File: config.mk
export PLATFORM = sky130hd
export DESIGN_NAME = sortable_fifo_queue
export DESIGN_NICKNAME = d
export VERILOG_FILES = /design/src/hdl/sfq_pkg.sv /design/src/hdl/sfq_cell.sv /design/src/hdl/sortable_fifo_queue.sv
export SDC_FILE = /design/constraint.sdc
export NUM_CORES = 2
export LEC_CHECK = 0
export BUFFER_PORTS_ARGS = -buffer_cell sky130_fd_sc_hd__buf_2
export CAP_MARGIN = 25
export CORE_ASPECT_RATIO = 1.5
export CORE_MARGIN = 4
export CORE_UTILIZATION = 64
export DETAILED_ROUTE_END_ITERATION = 8
export PLACE_DENSITY = 0.81
export SYNTH_ARGS = -nofsm -noshare
export SYNTH_HDL_FRONTEND = slang
export SYNTH_SLANG_ARGS = --single-unit
File: constraint.sdc
create_clock -name clk -period 6.15 [get_ports clk]
set_input_delay 1.5375 -clock clk [delete_from_list [all_inputs] [get_ports clk]]
set_output_delay 1.5375 -clock clk [all_outputs]
set_load 0.005 [all_outputs]
File: src/hdl/sfq_pkg.sv
// Shared types and codes for the sortable first-in first-out queue.
// Holds no logic of its own and depends on nothing.
package sfq_pkg;

	// Request opcodes.
	typedef enum logic [1:0] {
		OP_ENQUEUE = 2'd0,
		OP_DEQUEUE = 2'd1,
		OP_PEEK    = 2'd2,
		OP_SORT    = 2'd3
	} op_t;

	// Error codes reported with every result.
	typedef enum logic [1:0] {
		ERR_OK        = 2'd0,
		ERR_UNDERFLOW = 2'd1,
		ERR_OVERFLOW  = 2'd2
	} err_t;

	// What one storage cell does at the next clock edge.
	typedef enum logic [1:0] {
		CELL_HOLD      = 2'd0,
		CELL_LOAD      = 2'd1,
		CELL_TAKE_NEXT = 2'd2,
		CELL_TAKE_PREV = 2'd3
	} cell_cmd_t;

	// Controller states.
	typedef enum logic {
		ST_IDLE = 1'b0,
		ST_SORT = 1'b1
	} state_t;

endpackage

File: src/hdl/sfq_cell.sv
// One storage cell of the queue: holds a word, loads, shifts or swaps with its neighbors.
// Depends on sfq_pkg for the cell command type.
module sfq_cell
	import sfq_pkg::*;
#(
	parameter int DATA_WIDTH = 32
) (
	input  logic                  clk,
	input  cell_cmd_t             cmd,
	input  logic [DATA_WIDTH-1:0] push_word,
	input  logic [DATA_WIDTH-1:0] next_word,
	input  logic [DATA_WIDTH-1:0] prev_word,
	output logic [DATA_WIDTH-1:0] word_q,
	output logic                  greater_than_next
);

	// Signed comparison against the neighbor toward the tail.
	assign greater_than_next = $signed(word_q) > $signed(next_word);

	// Stored word; contents are meaningless until written.
	always_ff @(posedge clk) begin
		case (cmd)
			CELL_LOAD:      word_q <= push_word;
			CELL_TAKE_NEXT: word_q <= next_word;
			CELL_TAKE_PREV: word_q <= prev_word;
			default:        word_q <= word_q;
		endcase
	end

endmodule

File: src/hdl/sortable_fifo_queue.sv
// Sortable first-in first-out queue built as a row of storage cells, cell 0 at the head.
// Enqueue, dequeue and peek: result in the cycle after the request; a new request every cycle
// while busy is low. Sort: DEPTH rounds of odd-even transposition in the cell row, with busy
// held high during the rounds. Results cannot be stalled by the receiver.
// Reset empties the queue and clears control state; cell contents stay undefined.
// Depends on sfq_pkg and sfq_cell.
module sortable_fifo_queue
	import sfq_pkg::*;
#(
	parameter int DEPTH      = 16,
	parameter int DATA_WIDTH = 32
) (
	input  logic                         clk,
	input  logic                         arst_n,
	input  logic                         start,
	output logic                         busy,
	input  logic [1:0]                   opcode,
	input  logic [31:0]                  push_value,
	output logic                         result_valid,
	output logic [31:0]                  read_data,
	output logic                         read_valid,
	output logic [$clog2(DEPTH+1)-1:0]   entry_count,
	output logic                         is_empty,
	output logic [1:0]                   error_code
);

	localparam int CW = $clog2(DEPTH + 1);
	localparam int RW = $clog2(DEPTH);

	state_t                state_q, state_d;
	logic                  accept;
	logic                  sort_done;
	logic                  last_round;
	logic [RW-1:0]         round_q;
	logic [CW-1:0]         count_q;
	op_t                   op;
	logic                  is_full;
	logic                  none_held;
	logic [63:0]           push_ext;
	logic [63:0]           head_ext;
	logic [DATA_WIDTH-1:0] push_word;

	logic [DATA_WIDTH-1:0] cell_word [DEPTH];
	logic [DEPTH-1:0]      cell_gt;
	cell_cmd_t             cell_cmd  [DEPTH];

	logic                  result_valid_q;
	logic [31:0]           read_data_q;
	logic                  read_valid_q;
	err_t                  error_q;

	assign op         = op_t'(opcode);
	assign accept     = start && !busy;
	assign is_full    = count_q == CW'(DEPTH);
	assign none_held  = count_q == '0;
	assign last_round = round_q == RW'(DEPTH - 1);

	// Input word cut to the storage width; head sign-extended to the result width.
	assign push_ext  = {32'b0, push_value};
	assign push_word = push_ext[DATA_WIDTH-1:0];
	assign head_ext  = 64'($signed(cell_word[0]));

	// Controller state register.
	always_ff @(posedge clk or negedge arst_n) begin
		if (!arst_n) begin
			state_q <= ST_IDLE;
		end else begin
			state_q <= state_d;
		end
	end

	// Next state, busy and end of sort.
	always_comb begin
		state_d   = state_q;
		busy      = 1'b0;
		sort_done = 1'b0;
		case (state_q)
			ST_IDLE: begin
				if (start && op == OP_SORT) begin
					state_d = ST_SORT;
				end
			end
			ST_SORT: begin
				busy = 1'b1;
				if (last_round) begin
					sort_done = 1'b1;
					state_d   = ST_IDLE;
				end
			end
			default: state_d = ST_IDLE;
		endcase
	end

	// Sort round counter; its low bit picks the odd or even pairing.
	always_ff @(posedge clk or negedge arst_n) begin
		if (!arst_n) begin
			round_q <= '0;
		end else if (state_q == ST_SORT && !last_round) begin
			round_q <= round_q + 1'b1;
		end else begin
			round_q <= '0;
		end
	end

	// Entry count.
	always_ff @(posedge clk or negedge arst_n) begin
		if (!arst_n) begin
			count_q <= '0;
		end else if (accept) begin
			if (op == OP_ENQUEUE && !is_full) begin
				count_q <= count_q + 1'b1;
			end else if (op == OP_DEQUEUE && !none_held) begin
				count_q <= count_q - 1'b1;
			end
		end
	end

	// Per-cell commands: load at the tail, shift toward the head, or swap within a pair.
	for (genvar i = 0; i < DEPTH; i++) begin : g_cmd
		logic pair_left;
		logic pair_right;

		assign pair_left  = (i + 1 < DEPTH) && ((i % 2) == int'(round_q[0]))
			&& (count_q > CW'(i + 1)) && cell_gt[i];
		if (i > 0) begin : g_right
			assign pair_right = (((i - 1) % 2) == int'(round_q[0]))
				&& (count_q > CW'(i)) && cell_gt[i-1];
		end else begin : g_head
			assign pair_right = 1'b0;
		end

		always_comb begin
			cell_cmd[i] = CELL_HOLD;
			if (state_q == ST_SORT) begin
				if (pair_left) begin
					cell_cmd[i] = CELL_TAKE_NEXT;
				end else if (pair_right) begin
					cell_cmd[i] = CELL_TAKE_PREV;
				end
			end else if (accept) begin
				if (op == OP_ENQUEUE && !is_full && count_q == CW'(i)) begin
					cell_cmd[i] = CELL_LOAD;
				end else if (op == OP_DEQUEUE && !none_held && i + 1 < DEPTH) begin
					cell_cmd[i] = CELL_TAKE_NEXT;
				end
			end
		end
	end

	// The row of cells; the ends see their own word as the missing neighbor.
	for (genvar i = 0; i < DEPTH; i++) begin : g_cell
		logic [DATA_WIDTH-1:0] next_word;
		logic [DATA_WIDTH-1:0] prev_word;

		if (i + 1 < DEPTH) begin : g_next
			assign next_word = cell_word[i+1];
		end else begin : g_tail
			assign next_word = cell_word[i];
		end
		if (i > 0) begin : g_prev
			assign prev_word = cell_word[i-1];
		end else begin : g_head
			assign prev_word = cell_word[i];
		end

		sfq_cell #(
			.DATA_WIDTH(DATA_WIDTH)
		) u_cell (
			.clk               (clk),
			.cmd               (cell_cmd[i]),
			.push_word         (push_word),
			.next_word         (next_word),
			.prev_word         (prev_word),
			.word_q            (cell_word[i]),
			.greater_than_next (cell_gt[i])
		);
	end

	// Result strobe.
	always_ff @(posedge clk or negedge arst_n) begin
		if (!arst_n) begin
			result_valid_q <= 1'b0;
		end else begin
			result_valid_q <= (accept && op != OP_SORT) || sort_done;
		end
	end

	// Result payload for each request.
	always_ff @(posedge clk) begin
		if (sort_done) begin
			read_data_q  <= '0;
			read_valid_q <= 1'b0;
			error_q      <= ERR_OK;
		end else if (accept) begin
			read_data_q  <= '0;
			read_valid_q <= 1'b0;
			error_q      <= ERR_OK;
			case (op)
				OP_ENQUEUE: begin
					if (is_full) begin
						error_q <= ERR_OVERFLOW;
					end
				end
				OP_DEQUEUE, OP_PEEK: begin
					if (none_held) begin
						error_q <= ERR_UNDERFLOW;
					end else begin
						read_data_q  <= head_ext[31:0];
						read_valid_q <= 1'b1;
					end
				end
				default: begin
				end
			endcase
		end
	end

	assign result_valid = result_valid_q;
	assign read_data    = read_data_q;
	assign read_valid   = read_valid_q;
	assign error_code   = error_q;
	assign entry_count  = count_q;
	assign is_empty     = none_held;

endmodule

==> impl_metrics.tcl <==
set metrics [dict create \
    status "finished clean" \
    hpwl_um 80800 \
    fin_crit_sh_pct 79.9 \
    final_layout_size_suffix_gt1_share_pct 7.68 \
    cpPeakStageDelay_ps 890 \
    antenna_found_initial 5 \
    drt-total-wl_um 103000 \
    synth_ff_type "edfxtp_1" \
    cts_resized 0 \
    synth.area.top_cells "edfxtp_1, ha_1, a221o_1" \
    cts.clk_slew.worst_paths_ps 70 \
    worst-path-max-fanout 34 \
    io_pins 80 \
    clock.fmax_mhz 204 \
    whs_path_depth 2 \
    grt_pass1_vias 30400 \
    routedWlPerCell_um 22.3 \
    grtUsageTotal_pct 31.2 \
    ys_ff_latch 558 \
    synth_edf_count 512 \
    synth_cell_type_count 68 \
    die_h_um 309 \
    crit_arrival_ps 5220 \
    netlist_instances 3823 \
    critPathRequiredTime_ps 6450 \
    setup_viol 0 \
    crit_type "reg2reg" \
    clock_latency_ps 630 \
    hold_viol 0 \
    area_delta_synth_final_pct 7.42 \
    cts_buffers 57 \
    rsz0062_at_grt "false" \
    tightestPinTransition_ps 1100 \
    min_period_ps 4910 \
    fp-row-count 110 \
    hold_buffers 0 \
    ctsHtreeMaxLevel 2 \
    overflow 0 \
    drt_iter0_drc 2340 \
    syn_area_per_cell_um2 10.1 \
    post-cts-setup-buffers 0 \
    synth_area_um2 38600 \
    fp.coreArea_um2 59900 \
    yosysSeqAreaShare_pct 42.3 \
    viasPerCell 6.58 \
    place.gp.congestion 0.955 \
    syn_nets 4350 \
    die_x_um 209 \
    multi_input_area_um2 19600 \
    max-cap-violations 0 \
    dieArea_um2 64400 \
    drc 0 \
    cts_sinks 558 \
    yosys.area.top_type "edfxtp_1" \
    io_buffers 79 \
    via_count 30400 \
    synth.top_cell.area_share_pct 39.8 \
    clk_path_buf_depth 3 \
    report.final.slew_viol_count 0 \
    min_to "read_valid" \
    cp_cell_sequence "ha_1 -> nand4_1 -> nor4_1 -> a21boi_1 -> o31ai_1 -> o211a_1 -> a211oi_4 -> buf_4 -> or2_1 -> buf_4 -> nor2_2 -> o21ai_2 -> buf_4" \
    slew_headroom_pct 26.0 \
    grt_max_degree 66 \
    startpoint_type "register" \
    grt_pass1_wl_um 163000 \
    rr_worst_depth 13 \
    fin_setup_tns_ps 0 \
    hp-start "read_valid" \
    clock_skew_ps 25.8 \
    nets 4311 \
    start_util_pct 64.5 \
    r2r-start "g_cell[9].u_cell.word_q[15]" \
    seq_area_um2 16400 \
    crit_top_cell "buf_4" \
    end_kind "register" \
    yosys_warnings 0 \
    async_flop_share_pct 1.97 \
    crit_path_top_delay_cell "nor4_1" \
    antenna_left 0 \
    drt-pass1-iter-count 5 \
    cts_tree "yes" \
    n_fill_cell 4616 \
    holdCritPathClass "reg2reg" \
    reg2reg_setup_slack_ps 1240 \
    cts_root_buf "clkbuf_16" \
    regToRegEndpoint "g_cell[9].u_cell.word_q[4]" \
]
-- registers in the layout, summed over array words and instances, names as in the netlist --
register and cells:
round_q 4, g_cell.u_cell.word_q 512, state_q 1, entry_count 5, read_valid 1, read_data 32, result_valid 1, error_code 2
-- worst max path at each step --
stage                                            start                          to  cells after the start
after global placement    g_cell[10].u_cell.word_q[15]  g_cell[9].u_cell.word_q[5]                     14
after detailed placement   g_cell[9].u_cell.word_q[15]  g_cell[9].u_cell.word_q[4]                     13
after CTS                  g_cell[9].u_cell.word_q[15]  g_cell[9].u_cell.word_q[5]                     13
after floorplan                              opcode[1]  g_cell[8].u_cell.word_q[0]                      7
after global routing      g_cell[10].u_cell.word_q[15]  g_cell[9].u_cell.word_q[4]                     14
final                      g_cell[9].u_cell.word_q[15]  g_cell[9].u_cell.word_q[4]                     13
-- stage by stage --
stage | cell area, µm² | utilization, % | hold WS, ps | worst slack [ps] | cells
2_1_floorplan | 38600 | - | 448 | 684 | 3823
3_3_place_gp | 39700 | 66.4 | 464 | 1310 | 4506
3_5_place_dp | 39800 | 66.4 | 480 | 1300 | 4507
4_1_cts | 41400 | 69.2 | 496 | 1290 | 4610
5_1_grt | 41500 | 69.3 | 538 | 1170 | 4615
6_report | 41500 | 69.3 | 493 | 1240 | 4615
-- kinds of logic after synthesis --
logic type,count (synthesis),synth area share (%)
compound gates,1179,22.6
mux,69,1.90
xor+xnor,7,0.159
simple gates,767,9.71
fa+ha+maj,490,15.9
buf+inv,753,7.45
flops,558,42.3
-- cell usage after synthesis, types with 4 or more instances --
cell type / number
nor3_1: 52
nor4b_1: 4
nand2_1: 149
a22oi_1: 34
or4_1: 4
a221o_1: 293
a21o_1: 188
clkbuf_1: 195
dfxtp_1: 35
a2111oi_0: 5
mux2i_1: 36
buf_2: 41
nand3_1: 39
and2_1: 70
nand4_1: 105
o21ai_1: 13
and4_1: 5
nor4_1: 22
a31oi_1: 8
o31ai_1: 6
o21ai_0: 95
buf_1: 14
and3_1: 8
edfxtp_1: 512
a21oi_1: 321
dfrtp_1: 11
a211oi_1: 11
inv_1: 503
nand2b_1: 8
a21boi_0: 4
ha_1: 490
nor2_1: 251
nor2b_1: 26
o21a_1: 20
a22o_1: 128
o31a_1: 5
xor2_1: 6
o211ai_1: 18
or2_1: 6
mux2_2: 32
-- layer usage --
metal / routed length (µm) / GRT usage [%] / vias up
met5: 12 / 0 / -
met1: 38700 / 36.6 / 14700
met4: 5450 / 14.4 / 2
met3: 5700 / 3.13 / 296
li1: - / - / 14300
met2: 52900 / 57.7 / 1111
-- final cells by class --
class / instances / area share, %
Clock inverter: 32 / 0.482
Clock buffer: 71 / 3.56
Antenna cell: 3 / 0.0181
Tap cell: 784 / 2.36
Inverter: 503 / 4.55
Timing Repair Buffer: 152 / 2.39
Sequential cell: 558 / 39.4
Multi-Input combinational cell: 2512 / 47.2
-- placed cells by master (no fill, tap or decap), types with 70 or more instances in the layout --
cell      Yosys  final
edfxtp_1    512    512
inv_1       503    503
ha_1        490    490
a21oi_1     321    320
a221o_1     293    293
nor2_1      251    243
a21o_1      188    188
nand2_1     149    149
a22o_1      128    128
nand4_1     105    105
o21ai_0      95     91
buf_2        41     79
and2_1       70     70
-- worst max-delay path, delay by kind of cell, from the launching register on --
kind                     cells  cell delay, ps
adder cells (fa/ha/maj)      1             350
buffers and inverters        3            1110
AND/OR/NAND/NOR              4            1360
AO/OA/AOI/OAI                5            1300
flip-flops                   1             430
Power is left out: the tool's default activity adds up to more than one toggle a clock period on the data nets, which glitch-free logic cannot reach.
